[src/hw/rtl/radar_target_frame_parser_assert.svh]
// Assertion macros used by the radar frame parser drain (rtfp_drain).
`ifndef RADAR_TARGET_FRAME_PARSER_ASSERT_SVH
`define RADAR_TARGET_FRAME_PARSER_ASSERT_SVH

// Clocked assertion that is switched off while reset is high.
`define RTFP_ASSERT_RST(label, clk, rst, prop, msg) \
   label: assert property (@(posedge clk) disable iff (rst) prop) else $error(msg);

// Clocked assertion that is checked on every edge.
`define RTFP_ASSERT_ALL(label, clk, prop, msg) \
   label: assert property (@(posedge clk) prop) else $error(msg);

`endif

[src/hw/rtl/rtfp_pkg.sv]
package rtfp_pkg;

   localparam logic [7:0] HDR0 = 8'hAA;
   localparam logic [7:0] HDR1 = 8'hFF;
   localparam logic [7:0] HDR2 = 8'h03;
   localparam logic [7:0] HDR3 = 8'h00;
   localparam logic [7:0] FTR0 = 8'h55;
   localparam logic [7:0] FTR1 = 8'hCC;
   localparam logic [7:0] MAG_MASK = 8'h7F;
   localparam logic [7:0] SIGN_BIT = 8'h80;

   localparam int SLOT_BASE = 4;
   localparam int SLOT_BYTES = 8;
   localparam int SLOT_BITS = 8 * SLOT_BYTES;
   localparam int INDEX_WIDTH = 2;
   localparam int COUNT_WIDTH = 2;

   typedef struct packed {
      logic                   load;
      logic [COUNT_WIDTH-1:0] count;
   } capture_type;

   typedef struct packed {
      logic [INDEX_WIDTH-1:0] target_index;
      logic [15:0]            pos_x;
      logic [15:0]            pos_y;
      logic [15:0]            velocity;
      logic [15:0]            res_word;
      logic                   present;
      logic [COUNT_WIDTH-1:0] hit_count;
      logic                   last;
   } result_type;

   // The top bit set means positive; a clear top bit negates the magnitude.
   function automatic logic [15:0] decode_sm(input logic [7:0] lo, input logic [7:0] hi);
      logic [15:0] mag;
      mag = {hi & MAG_MASK, lo};
      if ((hi & SIGN_BIT) != 8'h00) begin
         decode_sm = mag;
      end else begin
         decode_sm = (~mag) + 16'd1;
      end
   endfunction

   function automatic logic slot_present(input logic [SLOT_BITS-1:0] slot);
      logic [15:0] x_mag;
      logic [15:0] y_mag;
      x_mag = {slot[15:8] & MAG_MASK, slot[7:0]};
      y_mag = {slot[31:24] & MAG_MASK, slot[23:16]};
      slot_present = (x_mag != 16'd0) || (y_mag != 16'd0);
   endfunction

endpackage

[src/hw/rtl/radar_target_frame_parser.sv]
// Timing: a frame's closing byte loads the result buffer; each result then passes through
// the output register before it can be taken.
// Throughput: one byte per cycle and one result per cycle, each unless its stall is high.
// Input stalls only while a decoded frame still waits in the result buffer and the
// next byte could close another frame.
// Reset clears the fresh byte count, the last accept time, the throttle and all valids.
module radar_target_frame_parser #(
   parameter int TARGETS = 3,
   parameter int FRAME_BYTES = 30
) (
   input  logic               clock,
   input  logic               reset,
   input  logic               req_valid,
   output logic               req_stall,
   input  logic [7:0]         req_rx_byte,
   input  logic [31:0]        req_now_ms,
   output logic               rsp_valid,
   input  logic               rsp_stall,
   output logic [1:0]         rsp_target_index,
   output logic signed [15:0] rsp_pos_x,
   output logic signed [15:0] rsp_pos_y,
   output logic signed [15:0] rsp_velocity,
   output logic [15:0]        rsp_res_word,
   output logic               rsp_present,
   output logic [1:0]         rsp_hit_count,
   output logic               rsp_last,
   input  logic               csr_valid,
   output logic               csr_ready,
   input  logic [15:0]        csr_throttle_ms
);

   logic [15:0]                                throttle_ff;
   logic [15:0]                                throttle_in;
   logic                                       busy;
   rtfp_pkg::capture_type                      capture;
   logic [rtfp_pkg::SLOT_BITS*TARGETS-1:0]     slot_bytes;
   rtfp_pkg::result_type                       rsp_result;

   assign csr_ready = 1'b1;
   assign throttle_in = (csr_valid && csr_ready) ? csr_throttle_ms : throttle_ff;

   always_ff @(posedge clock) begin
      if (reset) begin
         throttle_ff <= '0;
      end else begin
         throttle_ff <= throttle_in;
      end
   end

   rtfp_window #(
      .TARGETS(TARGETS),
      .FRAME_BYTES(FRAME_BYTES)
   ) u_window (
      .clock(clock),
      .reset(reset),
      .req_valid(req_valid),
      .req_stall(req_stall),
      .req_rx_byte(req_rx_byte),
      .req_now_ms(req_now_ms),
      .throttle_ms(throttle_ff),
      .busy(busy),
      .capture(capture),
      .slot_bytes(slot_bytes)
   );

   rtfp_drain #(
      .TARGETS(TARGETS)
   ) u_drain (
      .clock(clock),
      .reset(reset),
      .capture(capture),
      .slot_bytes(slot_bytes),
      .busy(busy),
      .rsp_valid(rsp_valid),
      .rsp_stall(rsp_stall),
      .rsp_result(rsp_result)
   );

   assign rsp_target_index = rsp_result.target_index;
   assign rsp_pos_x = $signed(rsp_result.pos_x);
   assign rsp_pos_y = $signed(rsp_result.pos_y);
   assign rsp_velocity = $signed(rsp_result.velocity);
   assign rsp_res_word = rsp_result.res_word;
   assign rsp_present = rsp_result.present;
   assign rsp_hit_count = rsp_result.hit_count;
   assign rsp_last = rsp_result.last;

endmodule

[src/hw/rtl/rtfp_window.sv]
module rtfp_window #(
   parameter int TARGETS = 3,
   parameter int FRAME_BYTES = 30
) (
   input  logic                                      clock,
   input  logic                                      reset,
   input  logic                                      req_valid,
   output logic                                      req_stall,
   input  logic [7:0]                                req_rx_byte,
   input  logic [31:0]                               req_now_ms,
   input  logic [15:0]                               throttle_ms,
   input  logic                                      busy,
   output rtfp_pkg::capture_type                     capture,
   output logic [rtfp_pkg::SLOT_BITS*TARGETS-1:0]    slot_bytes
);

   localparam int FreshWidth = $clog2(FRAME_BYTES + 1);
   localparam int SlotTotal = rtfp_pkg::SLOT_BYTES * TARGETS;

   logic [7:0]            window_ff [FRAME_BYTES];
   logic [7:0]            window_in [FRAME_BYTES];
   logic [FreshWidth-1:0] fresh_ff;
   logic [FreshWidth-1:0] fresh_in;
   logic [FreshWidth-1:0] fresh_next;
   logic [31:0]           last_ms_ff;
   logic [31:0]           last_ms_in;
   logic [31:0]           elapsed;
   logic                  accept;
   logic                  header_ok;
   logic                  found;
   logic                  drop;
   logic [rtfp_pkg::COUNT_WIDTH-1:0] count;

   assign accept = req_valid && !req_stall;
   assign req_stall = busy && (fresh_ff >= FreshWidth'(FRAME_BYTES - 1));

   for (genvar i = 0; i < FRAME_BYTES; i++) begin : g_shift
      if (i < FRAME_BYTES - 1) begin : g_mid
         assign window_in[i] = window_ff[i+1];
      end else begin : g_end
         assign window_in[i] = req_rx_byte;
      end
   end

   for (genvar j = 0; j < SlotTotal; j++) begin : g_slot
      if (rtfp_pkg::SLOT_BASE + j < FRAME_BYTES) begin : g_in
         assign slot_bytes[8*j +: 8] = window_in[rtfp_pkg::SLOT_BASE + j];
      end else begin : g_out
         assign slot_bytes[8*j +: 8] = 8'h00;
      end
   end

   assign fresh_next = (fresh_ff == FreshWidth'(FRAME_BYTES)) ? fresh_ff
                                                               : fresh_ff + FreshWidth'(1);
   assign header_ok = (window_in[0] == rtfp_pkg::HDR0) && (window_in[1] == rtfp_pkg::HDR1) &&
                      (window_in[2] == rtfp_pkg::HDR2) && (window_in[3] == rtfp_pkg::HDR3) &&
                      (window_in[FRAME_BYTES-2] == rtfp_pkg::FTR0) &&
                      (window_in[FRAME_BYTES-1] == rtfp_pkg::FTR1);
   assign found = accept && (fresh_next == FreshWidth'(FRAME_BYTES)) && header_ok;
   assign elapsed = req_now_ms - last_ms_ff;
   assign drop = (throttle_ms != 16'd0) && (elapsed < {16'd0, throttle_ms});

   always_comb begin
      count = '0;
      for (int t = 0; t < TARGETS; t++) begin
         count = count + rtfp_pkg::COUNT_WIDTH'(
            rtfp_pkg::slot_present(slot_bytes[rtfp_pkg::SLOT_BITS*t +: rtfp_pkg::SLOT_BITS]));
      end
   end

   assign capture.load = found && !drop;
   assign capture.count = count;

   always_comb begin
      fresh_in = fresh_ff;
      if (accept) begin
         fresh_in = found ? '0 : fresh_next;
      end
      last_ms_in = last_ms_ff;
      if (found && !drop && (throttle_ms != 16'd0)) begin
         last_ms_in = req_now_ms;
      end
   end

   always_ff @(posedge clock) begin
      if (accept) begin
         window_ff <= window_in;
      end
   end

   always_ff @(posedge clock) begin
      if (reset) begin
         fresh_ff <= '0;
         last_ms_ff <= '0;
      end else begin
         fresh_ff <= fresh_in;
         last_ms_ff <= last_ms_in;
      end
   end

endmodule

[src/hw/rtl/rtfp_drain.sv]
`include "radar_target_frame_parser_assert.svh"

module rtfp_drain #(
   parameter int TARGETS = 3
) (
   input  logic                                   clock,
   input  logic                                   reset,
   input  rtfp_pkg::capture_type                  capture,
   input  logic [rtfp_pkg::SLOT_BITS*TARGETS-1:0] slot_bytes,
   output logic                                   busy,
   output logic                                   rsp_valid,
   input  logic                                   rsp_stall,
   output rtfp_pkg::result_type                   rsp_result
);

   localparam int BufBits = rtfp_pkg::SLOT_BITS * TARGETS;
   localparam int IW = rtfp_pkg::INDEX_WIDTH;
   localparam int CW = rtfp_pkg::COUNT_WIDTH;
   localparam logic [IW-1:0] LastSlot = IW'(TARGETS - 1);

   logic [BufBits-1:0]   buf_ff;
   logic [BufBits-1:0]   buf_in;
   logic                 buf_valid_ff;
   logic                 buf_valid_in;
   logic [IW-1:0]        slot_ff;
   logic [IW-1:0]        slot_in;
   logic [CW-1:0]        count_ff;
   logic [CW-1:0]        count_in;
   logic                 rsp_valid_ff;
   logic                 rsp_valid_in;
   rtfp_pkg::result_type rsp_ff;
   rtfp_pkg::result_type rsp_in;
   logic                 load_out;
   logic                 last_slot;
   logic [rtfp_pkg::SLOT_BITS-1:0] head;

   assign head = buf_ff[rtfp_pkg::SLOT_BITS-1:0];
   assign last_slot = (slot_ff == LastSlot);
   assign load_out = buf_valid_ff && (!rsp_valid_ff || !rsp_stall);
   assign busy = buf_valid_ff;

   always_comb begin
      rsp_in.target_index = slot_ff;
      rsp_in.pos_x = rtfp_pkg::decode_sm(head[7:0], head[15:8]);
      rsp_in.pos_y = rtfp_pkg::decode_sm(head[23:16], head[31:24]);
      rsp_in.velocity = rtfp_pkg::decode_sm(head[39:32], head[47:40]);
      rsp_in.res_word = {head[63:56], head[55:48]};
      rsp_in.present = rtfp_pkg::slot_present(head);
      rsp_in.hit_count = last_slot ? count_ff : '0;
      rsp_in.last = last_slot;
   end

   always_comb begin
      buf_in = buf_ff;
      buf_valid_in = buf_valid_ff;
      slot_in = slot_ff;
      count_in = count_ff;
      if (capture.load) begin
         buf_in = slot_bytes;
         buf_valid_in = 1'b1;
         slot_in = '0;
         count_in = capture.count;
      end else if (load_out) begin
         buf_in = buf_ff >> rtfp_pkg::SLOT_BITS;
         slot_in = last_slot ? '0 : slot_ff + IW'(1);
         buf_valid_in = !last_slot;
      end
      rsp_valid_in = load_out || (rsp_valid_ff && rsp_stall);
   end

   always_ff @(posedge clock) begin
      buf_ff <= buf_in;
      count_ff <= count_in;
      if (load_out) begin
         rsp_ff <= rsp_in;
      end
   end

   always_ff @(posedge clock) begin
      if (reset) begin
         buf_valid_ff <= 1'b0;
         slot_ff <= '0;
         rsp_valid_ff <= 1'b0;
      end else begin
         buf_valid_ff <= buf_valid_in;
         slot_ff <= slot_in;
         rsp_valid_ff <= rsp_valid_in;
      end
   end

   assign rsp_valid = rsp_valid_ff;
   assign rsp_result = rsp_ff;

   `RTFP_ASSERT_RST(a_capture_free, clock, reset, capture.load |-> !buf_valid_ff, "capture while busy")
   `RTFP_ASSERT_RST(a_slot_range, clock, reset, buf_valid_ff |-> slot_ff <= LastSlot, "slot overrun")
   `RTFP_ASSERT_RST(a_last_frees, clock, reset, (load_out && last_slot) |=> !buf_valid_ff, "not freed")
   `RTFP_ASSERT_ALL(a_idle_slot, clock, !buf_valid_ff |-> slot_ff == '0, "slot nonzero while idle")

endmodule

[config.mk]
export PLATFORM = sky130hd
export DESIGN_NAME = radar_target_frame_parser
export DESIGN_NICKNAME = d
export VERILOG_FILES = /design/src/hw/rtl/rtfp_pkg.sv /design/src/hw/rtl/radar_target_frame_parser.sv /design/src/hw/rtl/rtfp_window.sv /design/src/hw/rtl/rtfp_drain.sv
export VERILOG_INCLUDE_DIRS = /design/src /design/src/hw/rtl
export SDC_FILE = /design/constraint.sdc
export NUM_CORES = 1
export LEC_CHECK = 0
export BUFFER_PORTS_ARGS = -buffer_cell sky130_fd_sc_hd__buf_2
export CELL_PAD_IN_SITES_DETAIL_PLACEMENT = 0
export CELL_PAD_IN_SITES_GLOBAL_PLACEMENT = 1
export CORE_MARGIN = 1.5
export CORE_UTILIZATION = 55
export CTS_CLUSTER_SIZE = 40
export DETAILED_ROUTE_END_ITERATION = 8
export PLACE_DENSITY_LB_ADDON = 0.1
export SLEW_MARGIN = 20
export SYNTH_ARGS = -nofsm -noshare
export SYNTH_HDL_FRONTEND = slang
export SYNTH_SLANG_ARGS = --single-unit
[constraint.sdc]
create_clock -name clock -period 26.1 [get_ports clock]
set_input_delay 2.61 -clock clock [delete_from_list [all_inputs] [get_ports clock]]
set_output_delay 2.61 -clock clock [all_outputs]
set_load 0.005 [all_outputs]
# After elaboration in Yosys (flattened, before gate mapping)
# Index checks and enable logic that the tools add are counted.
[op_classes] n_mux=10 n_lt_le_gt_ge=2 bitwise=3 n_reduce_logical=37 n_eq_ne=8 n_addsub=8
[ops] op="two-way mux 192 bit" n=2
[ops] op="nonzero test 16 bit" n=9
[ops] op="adder 16 x 1 -> 16 bit, second input constant" n=3
[ops] op="inverter 15 -> 16 bit" n=3
[ops] op="two-way mux 15 bit" n=3
[ops] op="< comparator 32 x 16 -> 1 bit" n=1
[ops] op="subtractor 32 bit" n=1
[ops] op="== test 8 bit, second input constant" n=3
[ops] op="logical AND 1 bit" n=14
[ops] op="== test 5 bit, second input constant" n=2
[ops] op="two-way mux 5 bit" n=2
[ops] op="== test 8 x 2 -> 1 bit, second input constant" n=1
[ops] op="== test 8 x 7 -> 1 bit, second input constant" n=1
[ops] op="zero test 8 bit" n=1
[ops] op="logical OR 1 bit" n=6
[ops] op="adder 5 x 1 -> 5 bit, second input constant" n=1
[ops] op="greater-or-equal comparator 5 bit, second input constant" n=1
[ops] op="zero test 1 bit" n=5
[ops] op="adder 1 x 1 -> 2 bit" n=1
[ops] op="adder 2 x 1 -> 2 bit" n=1
[ops] op="adder 2 x 1 -> 2 bit, second input constant" n=1
[ops] op="== test 2 bit, second input constant" n=1
[ops] op="two-way mux 1 bit" n=2
[ops] op="two-way mux 2 bit" n=1
[ops] op="2 further kinds" n=2
[word_totals] regBits=553 output_inout_bits=73 in_bits=61 word_cells=116

# Logic depth before layout (Yosys ltp)
# Gate-level depths: netlist (run 1).
[depth] depth_word=9 depth_mapped=23 mapped_depth_nobuf=21

# Cells and area by module
# A second synthesis (run 1) with hierarchy kept.
[unflattened] cells_unflattened=1741 hier_area_um2=24684.9
[modules_own_cells] mod="rtfp_window" area_per_inst_um2=13062.5 seq_area_each_um2=7707.4 instances=1 cells_per_inst=1040
[modules_own_cells] mod="rtfp_drain" area_per_inst_um2=11030.6 seq_area_each_um2=8007.7 instances=1 cells_per_inst=647
[modules_own_cells] mod="radar_target_frame_parser" area_per_inst_um2=591.8 seq_area_each_um2=320.3 instances=1 cells_per_inst=54

# Least setup slack after synthesis (run 1)
# OpenSTA, ideal clock, no wires.
[synth_timing] kind="in2reg" start="in req_valid" end="reg u_drain.buf_ff[0], enable pin" setup_ns=0.560 stages=7 n_path_buf=2 path_slack_ns=13.118 t_required_ns=25.540 arrival_time_ns=12.423 path_cell_list="nand2b_1 > inv_1 > nand2_1 > a211o_1 > buf_6 > buf_6 > nand2_1"
[synth_via] elab_chain_len=5
[synth_rtl] element="start, declared" line="radar_target_frame_parser.sv:13" text="input logic req_valid,"
[synth_rtl] element="logical AND 1 bit" line="rtfp_window.sv:34" text="assign accept = req_valid && !req_stall;"
[synth_rtl] element="via u_window.accept" line="rtfp_window.sv:28" text="logic accept;"
[synth_rtl] element="logical AND 1 bit (2 in a row)" line="rtfp_window.sv:59" text="assign found = accept && (fresh_next == FreshWidth'(FRAME_BYTES)) && header_ok;"
[synth_rtl] element="logical AND 1 bit" line="rtfp_window.sv:71" text="assign capture.load = found && !drop;"
[synth_rtl] element="nonzero test 2 bit (no line)"
[synth_rtl] element="end signal, assigned" line="rtfp_drain.sv:72" text="buf_ff <= buf_in;"
[synth_rtl] element="end, declared" line="rtfp_drain.sv:21" text="logic [BufBits-1:0] buf_ff;"
# The timed path passes the listed nets, and every way through them passes these cells.
# A chain may end at the register's enable or synchronous reset.

# Worst setup path after layout (run 1)
[layout_timing] start="in req_now_ms[0]" end="reg u_drain.buf_ff[23], data pin"
[layout_via] elab_chain_len=6
[layout_rtl] element="start, declared" line="radar_target_frame_parser.sv:16" text="input logic [31:0] req_now_ms,"
[layout_rtl] element="subtractor 32 bit" line="rtfp_window.sv:60" text="assign elapsed = req_now_ms - last_ms_ff;"
[layout_rtl] element="< comparator 32 x 16 -> 1 bit" line="rtfp_window.sv:61" text="assign drop = (throttle_ms != 16'd0) && (elapsed < {16'd0, throttle_ms});"
[layout_rtl] element="logical AND 1 bit" line="rtfp_window.sv:61"
[layout_rtl] element="zero test 1 bit" line="rtfp_window.sv:71"
[layout_rtl] element="logical AND 1 bit" line="rtfp_window.sv:71"
[layout_rtl] element="two-way mux 192 bit" line="rtfp_drain.sv:58" text="if (capture.load) begin"
[layout_rtl] element="via u_drain.buf_in[23]" line="rtfp_drain.sv:22" text="logic [BufBits-1:0] buf_in;"
# The timed path passes the listed nets, and every way through them passes these cells.

==> results.toml, run 1 <==
[pwr]
combPwrFrac_pct = 4.1
p_int_mw = 1.476
pwr_density_cell_nw_per_um2 = 69.43
p_switching_uw = 403.8
clkPwrFrac_pct = 42.6
swShare_pct = 21.47
vdd_ir_drop_max_uv = 52.44
p_leak_nw = 9.491
p_seq_share_pct = 53.3
totalPowerFinal_mw = 1.880

[logic_synthesis]
synthXorXnorAreaFrac_pct = 2.149
post_synth_num_cell_types = 64
syn_nets = 1782
avgSynthCellArea_um2 = 14.42
synth_top_family_by_area = "multiplexers"
ys.flop_type = "edfxtp_1"
synth.mux.area_fraction_pct = 9.768
synthArstFlopShare_pct = 0
synth_seq_cells = 553
yosys.area_share.adder_pct = 2.873
synthCells = 1667
synth_area_um2 = 24040
synth_compound_area_share_pct = 6.542
synth_top_area_share_pct = 61.95
synth_top_cell_by_area = "edfxtp_1"
synth_edf_count = 496
synthTopCellsByCount = "496 x edfxtp_1, 138 x inv_1, 88 x mux2_4, 85 x nor2_1, 79 x a21oi_1"
ys_seq_area_share_pct = 66.70
yosys_warnings = 0
yosys.area_share.simple_pct = 8.249
synth_area_leaders = "edfxtp_1 62%, mux2_4 5.5%, dfxtp_1 4.7%"
yosys.cell_count.top_type = "edfxtp_1"

[clocking]
cts_tree = "yes"
cts_resized = 0
cts_max_level = 2
clock_sinks = 553
postCtsSetupRepairBufs = 0
cts_root_buf = "clkbuf_16"
cts_hold_buffers = 0
path_clk_slew_ns = 0.07
cts_buffer_depth = 3
clk_latency_ns = 0.63
cts_buffers = 54

[global_routing]
grt_use_met2_pct = 34.10
grt_overflow = 0
antenna_found_initial = 3
grt_pass1_vias = 13150
top_usage_layer = "met1"
grtUsageMet3_pct = 4.904
grt_pass1_wl_mm = 78.61
track_usage_pct = 23.20
grt_max_degree = 118
grt_util_met1_pct = 35.56

[placement]
dp_cells = 2330
numPortBuffers = 132
finalWeightedCongestion = 0.8481
placed_area_um2 = 25240
dp_hpwl_mm = 34.53

[timing]
fin_worst_skew_ns = 0.05184
max_freq_ghz = 0.1157
fin_crit_ns = 8.643
final-max-slew-violation-count = 0
setup_viol = 0
worst_slew_pin_slew_ns = 1.037
period_share_pct = 33.11
fin_setup_tns_ns = 0
maxSlewHeadroom_pct = 30.86
finalHoldViolCount = 0
rsz0062_at_grt = "false"

[final_layout]
nNetsFinal = 1916
final_cells = 2429
seq_area_um2 = 16040
area_delta_synth_final_pct = 12.64
drive_gt1_share_pct = 19.79
num-fill-cells = 3199
antenna_cells = 0
multiInputGateArea_um2 = 7186
postLayoutCellArea_um2 = 27080

[status]
outcome = "complete, no violations"

[drt]
wire_per_inst_um = 20.89
via_per_inst = 5.574
dr.pass1.iters = 5
ant_nets = 0
drc_errors = 0
route.vias.total = 13540
drtIter0Drc = 1000
routed_wl_mm = 50.74

[die]
die_w_um = 212.1
start_util_pct = 55.81
die_h_um = 212.1
core_area_um2 = 43080
rows = 76
die_area_um2 = 44980
boundaryPins = 134

[setup_path]
critPathKind = "primary input to register"
cp_max_fo = 60
reg2reg_slack_ns = 19.21
endpoint_kind = "register"
critPathLaunchType = "primary input"
cp_data_arrival_time_ns = 9.00
cp.required_ns = 26.46

[flow_run]
max_cap_violations = 0

[worst_hold_path]
min_path_type = "register to register"
layout by cell type, fill, tap and decap left out, types with 52 or more instances in the layout:
cell type and instances:
edfxtp_1 496, buf_2 132, a211oi_1 72, mux2_4 88
dfxtp_1 57, nor2_1 85, clkbuf_16 54, inv_1 136
ha_1 52, mux2i_1 52, a21oi_1 78, nand2b_1 73
sequential cells by signal, indices dropped and copies added, names as in the netlist:
| register | count |
|---|---|
| u_drain.rsp_result | 70 |
| u_window.fresh_ff | 5 |
| throttle_ff | 16 |
| u_window.window_ff | 40 |
| u_drain.count_ff | 2 |
| u_window.slot_bytes | 192 |
| u_drain.slot_ff | 2 |
| u_drain.buf_ff | 192 |
| u_drain.busy | 1 |
| u_drain.rsp_valid | 1 |
| u_window.last_ms_ff | 32 |
logic make-up after synthesis:
logic type / count (synthesis)
flops: 553
simple gates: 370
compound gates: 240
buf+inv: 205
mux: 185
xor+xnor: 59
fa+ha+maj: 54
other cells: 1
layout make-up:
| class | count | share of cell area, % |
|---|---|---|
| clock buffers | 62 | 5.138 |
| clock inverters | 37 | 1.668 |
| inverters | 138 | 1.941 |
| multi-input cells | 909 | 26.54 |
| flip-flops and latches | 553 | 59.22 |
| well taps | 585 | 2.703 |
| repair buffers | 145 | 2.800 |
power by group through the flow:
stage / clock (mW) / combinational [mW] / sequential (mW)
3_5_place_dp: 0 / 0.0756 / 1.02
4_1_cts: 0.820 / 0.0760 / 1.00
5_1_grt: 0.853 / 0.0850 / 1.00
2_1_floorplan: 0 / 0.0513 / 1.01
3_3_place_gp: 0 / 0.0751 / 1.02
6_report: 0.801 / 0.0763 / 1.00
critical path, cell delays in order:
cell and delay (ns):
buf_2 0.09, inv_1 0.04, ha_1 0.22, fa_1 0.41
nor2b_1 0.19, o2111ai_1 0.14, a21oi_1 0.39, o21bai_1 0.20
nand2_1 0.13, xor2_1 0.16, ha_1 0.26, o21ai_0 0.16
nor2_1 0.08, nor3_1 0.21, nand4_1 0.14, nor4_1 0.21
nand4b_1 0.14, nor4_1 0.24, and4_1 0.34, a211o_4 0.48
buf_4 0.89, buf_4 0.76, mux2_2 0.42
through the flow:
step / hold slack [ns] / setup WS, ns / util [%]
after floorplan: 0.4003 / 13.12 / -
after global placement: 0.4047 / 17.04 / 58.59
after detailed placement: 0.4064 / 16.95 / 58.59
after CTS: 0.4047 / 17.58 / 62.86
after global routing: 0.4096 / 17.02 / 62.86
final: 0.4031 / 17.46 / 62.86
path summary, 6_finish.rpt:
kind                                  startpoint                           endpoint  cells after the start
max                                req_now_ms[0]       u_drain.buf_ff[23]$_DFFE_PP_                     23
min            u_window.window_ff[202]$_DFFE_PP_  u_window.window_ff[210]$_DFFE_PP_                      0
max reg2reg  u_window.last_ms_ff[7]$_SDFFE_PP0P_       u_drain.buf_ff[23]$_DFFE_PP_                     20
min reg2reg    u_window.window_ff[202]$_DFFE_PP_  u_window.window_ff[210]$_DFFE_PP_                      0
routing by layer:
layer  share of wire, %  routed length, µm
met5                  0                  0
met3                6.8               3427
met4                1.5                760
met1                 48              24320
met2                 44              22240
Note: power is estimated with default switching activity, not from simulation.
==> run 2: changes to the inputs <==
--- a/config.mk
+++ b/config.mk
@@ -6,11 +6,12 @@
 export SDC_FILE = /design/constraint.sdc
 export NUM_CORES = 1
 export LEC_CHECK = 0
+export ABC_AREA = 1
 export BUFFER_PORTS_ARGS = -buffer_cell sky130_fd_sc_hd__buf_2
 export CELL_PAD_IN_SITES_DETAIL_PLACEMENT = 0
 export CELL_PAD_IN_SITES_GLOBAL_PLACEMENT = 1
 export CORE_MARGIN = 1.5
-export CORE_UTILIZATION = 55
+export CORE_UTILIZATION = 44
 export CTS_CLUSTER_SIZE = 40
 export DETAILED_ROUTE_END_ITERATION = 8
 export PLACE_DENSITY_LB_ADDON = 0.1
==> constraint.sdc (replaced) <==
create_clock -name clock -period 7.4 [get_ports clock]
set_input_delay 0.74 -clock clock [delete_from_list [all_inputs] [get_ports clock]]
set_output_delay 0.74 -clock clock [all_outputs]
set_load 0.005 [all_outputs]
==> run 2 against run 1 <==
Net effect: total power rose to 3.6 times the previous value; global-route usage down 4.8 points; sequential share of layout area down 0.18 points; die area up 24%; critical endpoint is now u_drain.buf_ff[19]$_DFFE_PP_; first-iteration DRC count down 14%; synthesized cell count up 35%; non-clock buffer count down 1; via count up 9.9%; flip-flop and latch count unchanged; sequential power rose to 3.5 times the previous value; largest cell class unchanged; worst hold slack worse by 0.089 ns.
==> results.toml, run 2 <==
[drt]
drc_errors = 0
drtIter0Drc = 861
via_per_inst = 4.723
ant_nets = 0
wire_per_inst_um = 16.08
dr.pass1.iters = 5
routed_wl_mm = 50.67
route.vias.total = 14880

[pwr]
combPwrFrac_pct = 3.8
p_int_mw = 5.332
p_leak_nw = 11.95
swShare_pct = 21.47
vdd_ir_drop_max_uv = 192.8
pwr_density_cell_nw_per_um2 = 250.0
p_switching_mw = 1.458
totalPowerFinal_mw = 6.790
p_seq_share_pct = 52.0
clkPwrFrac_pct = 44.3

[logic_synthesis]
synthArstFlopShare_pct = 0
syn_nets = 2371
synthTopCellsByCount = "680 x nand2_1, 496 x edfxtp_1, 344 x inv_1, 217 x nor2_1, 72 x o21ai_0"
synth_seq_cells = 553
post_synth_num_cell_types = 39
synth_area_leaders = "edfxtp_1 62%, nand2_1 11%, inv_1 5.4%"
yosys.cell_count.top_type = "nand2_1"
synthCells = 2256
ys.flop_type = "edfxtp_1"
synth_area_um2 = 23850
yosys_warnings = 0
synth_top_cell_by_area = "edfxtp_1"
ys_seq_area_share_pct = 67.23
avgSynthCellArea_um2 = 10.57
synth_top_area_share_pct = 62.45
synth_edf_count = 496

[setup_path]
crit_chain = "inv_1 > ha_1 > nand2_1 > nor2_1 > and2_1 > nand2_1 > nand3_1 > xor2_1 > ha_1 > nand2_1 > nor2_1 > a211oi_1 > o221ai_1 > a21oi_1 > nand4_1 > nand2_4 > nand2_8 > buf_4"
critPathKind = "register to register"
cp_slowest_stage_delay_ns = 0.67
crit_slowest_cell = "nand2_8"
endpoint_kind = "register"
cp.required_ns = 7.70
cp_data_arrival_time_ns = 5.46
cpMostUsedCell = "nand2_1"
cp_max_fo = 114
critPathLaunchType = "register"

[placement]
numPortBuffers = 132
finalWeightedCongestion = 0.8409
dp_hpwl_mm = 36.57

[flow_run]
max_cap_violations = 0

[timing]
fin_crit_ns = 5.159
max_freq_ghz = 0.1938
maxSlewHeadroom_pct = 29.85
final-max-slew-violation-count = 0
setup_viol = 0
fin_setup_tns_ns = 0
fin_worst_skew_ns = 0.03969
worst_slew_pin_slew_ns = 1.052
period_share_pct = 69.72
finalHoldViolCount = 0
rsz0062_at_grt = "false"

[clocking]
postCtsSetupRepairBufs = 0
cts_max_level = 2
cts_root_buf = "clkbuf_16"
path_clk_slew_ns = 0.06
cts_tree = "yes"
clk_latency_ns = 0.64
cts_buffers = 57
cts_hold_buffers = 0
clock_sinks = 553
cts_resized = 0
cts_buffer_depth = 3

[final_layout]
area_delta_synth_final_pct = 13.88
final_cell_mix = "678 x nand2_1, 496 x edfxtp_1, 344 x inv_1"
antenna_cells = 0
nNetsFinal = 2521
final_core_util_pct = 50.57
drive_gt1_share_pct = 10.11
layout_commonest_cell = "nand2_1"

[die]
rows = 85
die_w_um = 235.8
die_h_um = 235.8
boundaryPins = 134
core_area_um2 = 53710
start_util_pct = 44.41
die_area_um2 = 55610

[global_routing]
grt_pass1_vias = 14570
grt_overflow = 0
grt_pass1_wl_mm = 79.76
track_usage_pct = 18.44
grt_max_degree = 115
antenna_found_initial = 2

[status]
outcome = "complete, no violations"

[worst_hold_path]
min_path_type = "primary input to register"
## run 2: changes by cell type after synthesis, sizes merged, moves of 12 or more
cell and change:
inv +209, nand3 +26, nor2 +135, nand2 +635, nand2b -73, a211oi -72, a21oi -26, mux2i -52
clkbuf -20, mux2 -133, nand4 +13, o21ai +47, nor3 -12
## run 2: kinds of logic (layout without fill, tap and decap cells)
kind of cell,count (synthesis),in the layout,share of synthesized area (%)
AOI/OAI and AO/OA,143,143,3.132
xor gates and xnor gates,53,53,1.946
adders and majority gates,54,54,2.896
buffers and inverters,401,599,6.903
DFF,553,553,67.23
other,1,1,0.01572
and+or+nand+nor,1051,1051,17.88
## run 2: through the flow
| step | instances | worst slack (ns) | area [µm²] | hold slack, ns |
|---|---|---|---|---|
| floorplan | 2256 | 0.5713 | 23870 | 0.4003 |
| global placement | 3043 | 1.836 | 25170 | 0.4024 |
| detailed placement | 3043 | 1.764 | 25170 | 0.4045 |
| CTS | 3150 | 2.242 | 27160 | 0.2765 |
| global route | 3150 | 1.714 | 27160 | 0.2881 |
| finish | 3150 | 2.241 | 27160 | 0.3139 |
## run 2: final cells by class
| type | count | area [µm²] |
|---|---|---|
| fillers | 4841 | 26550 |
| flip-flops and latches | 553 | 16040 |
| multi-input cells | 1302 | 6208 |
| clock buffers | 65 | 1456 |
| inverters | 348 | 1306 |
| well taps | 696 | 870.8 |
| repair buffers | 144 | 750.7 |
| clock inverters | 42 | 534.3 |
## run 2: critical path, delay by kind of cell, from the launching register on
family | cells | cell delay [ns]
AOI/OAI and AO/OA | 3 | 0.52
xor gates and xnor gates | 1 | 0.23
adders and majority gates | 2 | 0.68
buffers and inverters | 2 | 0.61
DFF | 1 | 0.30
and+or+nand+nor | 10 | 2.38
## run 2: final timing paths
kind	from	endpoint	slack, ns	cells after the start
worst min-delay path	req_rx_byte[6]	u_window.window_ff[6]$_DFFE_PP_	0.31	1
worst max register to register	u_window.last_ms_ff[8]$_SDFFE_PP0P_	u_drain.buf_ff[19]$_DFFE_PP_	2.24	18
worst max-delay path	u_window.last_ms_ff[8]$_SDFFE_PP0P_	u_drain.buf_ff[19]$_DFFE_PP_	2.24	18
worst min register to register	u_drain.buf_ff[51]$_DFFE_PP_	u_drain.rsp_result[7]$_DFFE_PP_	0.40	0
## run 2: per-layer routing
metal	share of wire [%]	vias to the layer above	wire length (µm)	global-route usage, %
met4	2.7	4	1360	6.491
met2	46	268	23490	29.95
met5	0.051	-	26	0
li1	-	7681	-	-
met3	4.0	81	2009	2.949
met1	47	6845	23780	25.18
## run 2: power groups by stage
stage | clock, mW | sequential, mW | combinational (mW)
final | 3.00 | 3.53 | 0.256
after global routing | 3.20 | 3.54 | 0.296
after CTS | 3.08 | 3.53 | 0.259
after detailed placement | 0 | 3.60 | 0.258
after global placement | 0 | 3.60 | 0.255
after floorplan | 0 | 3.57 | 0.179
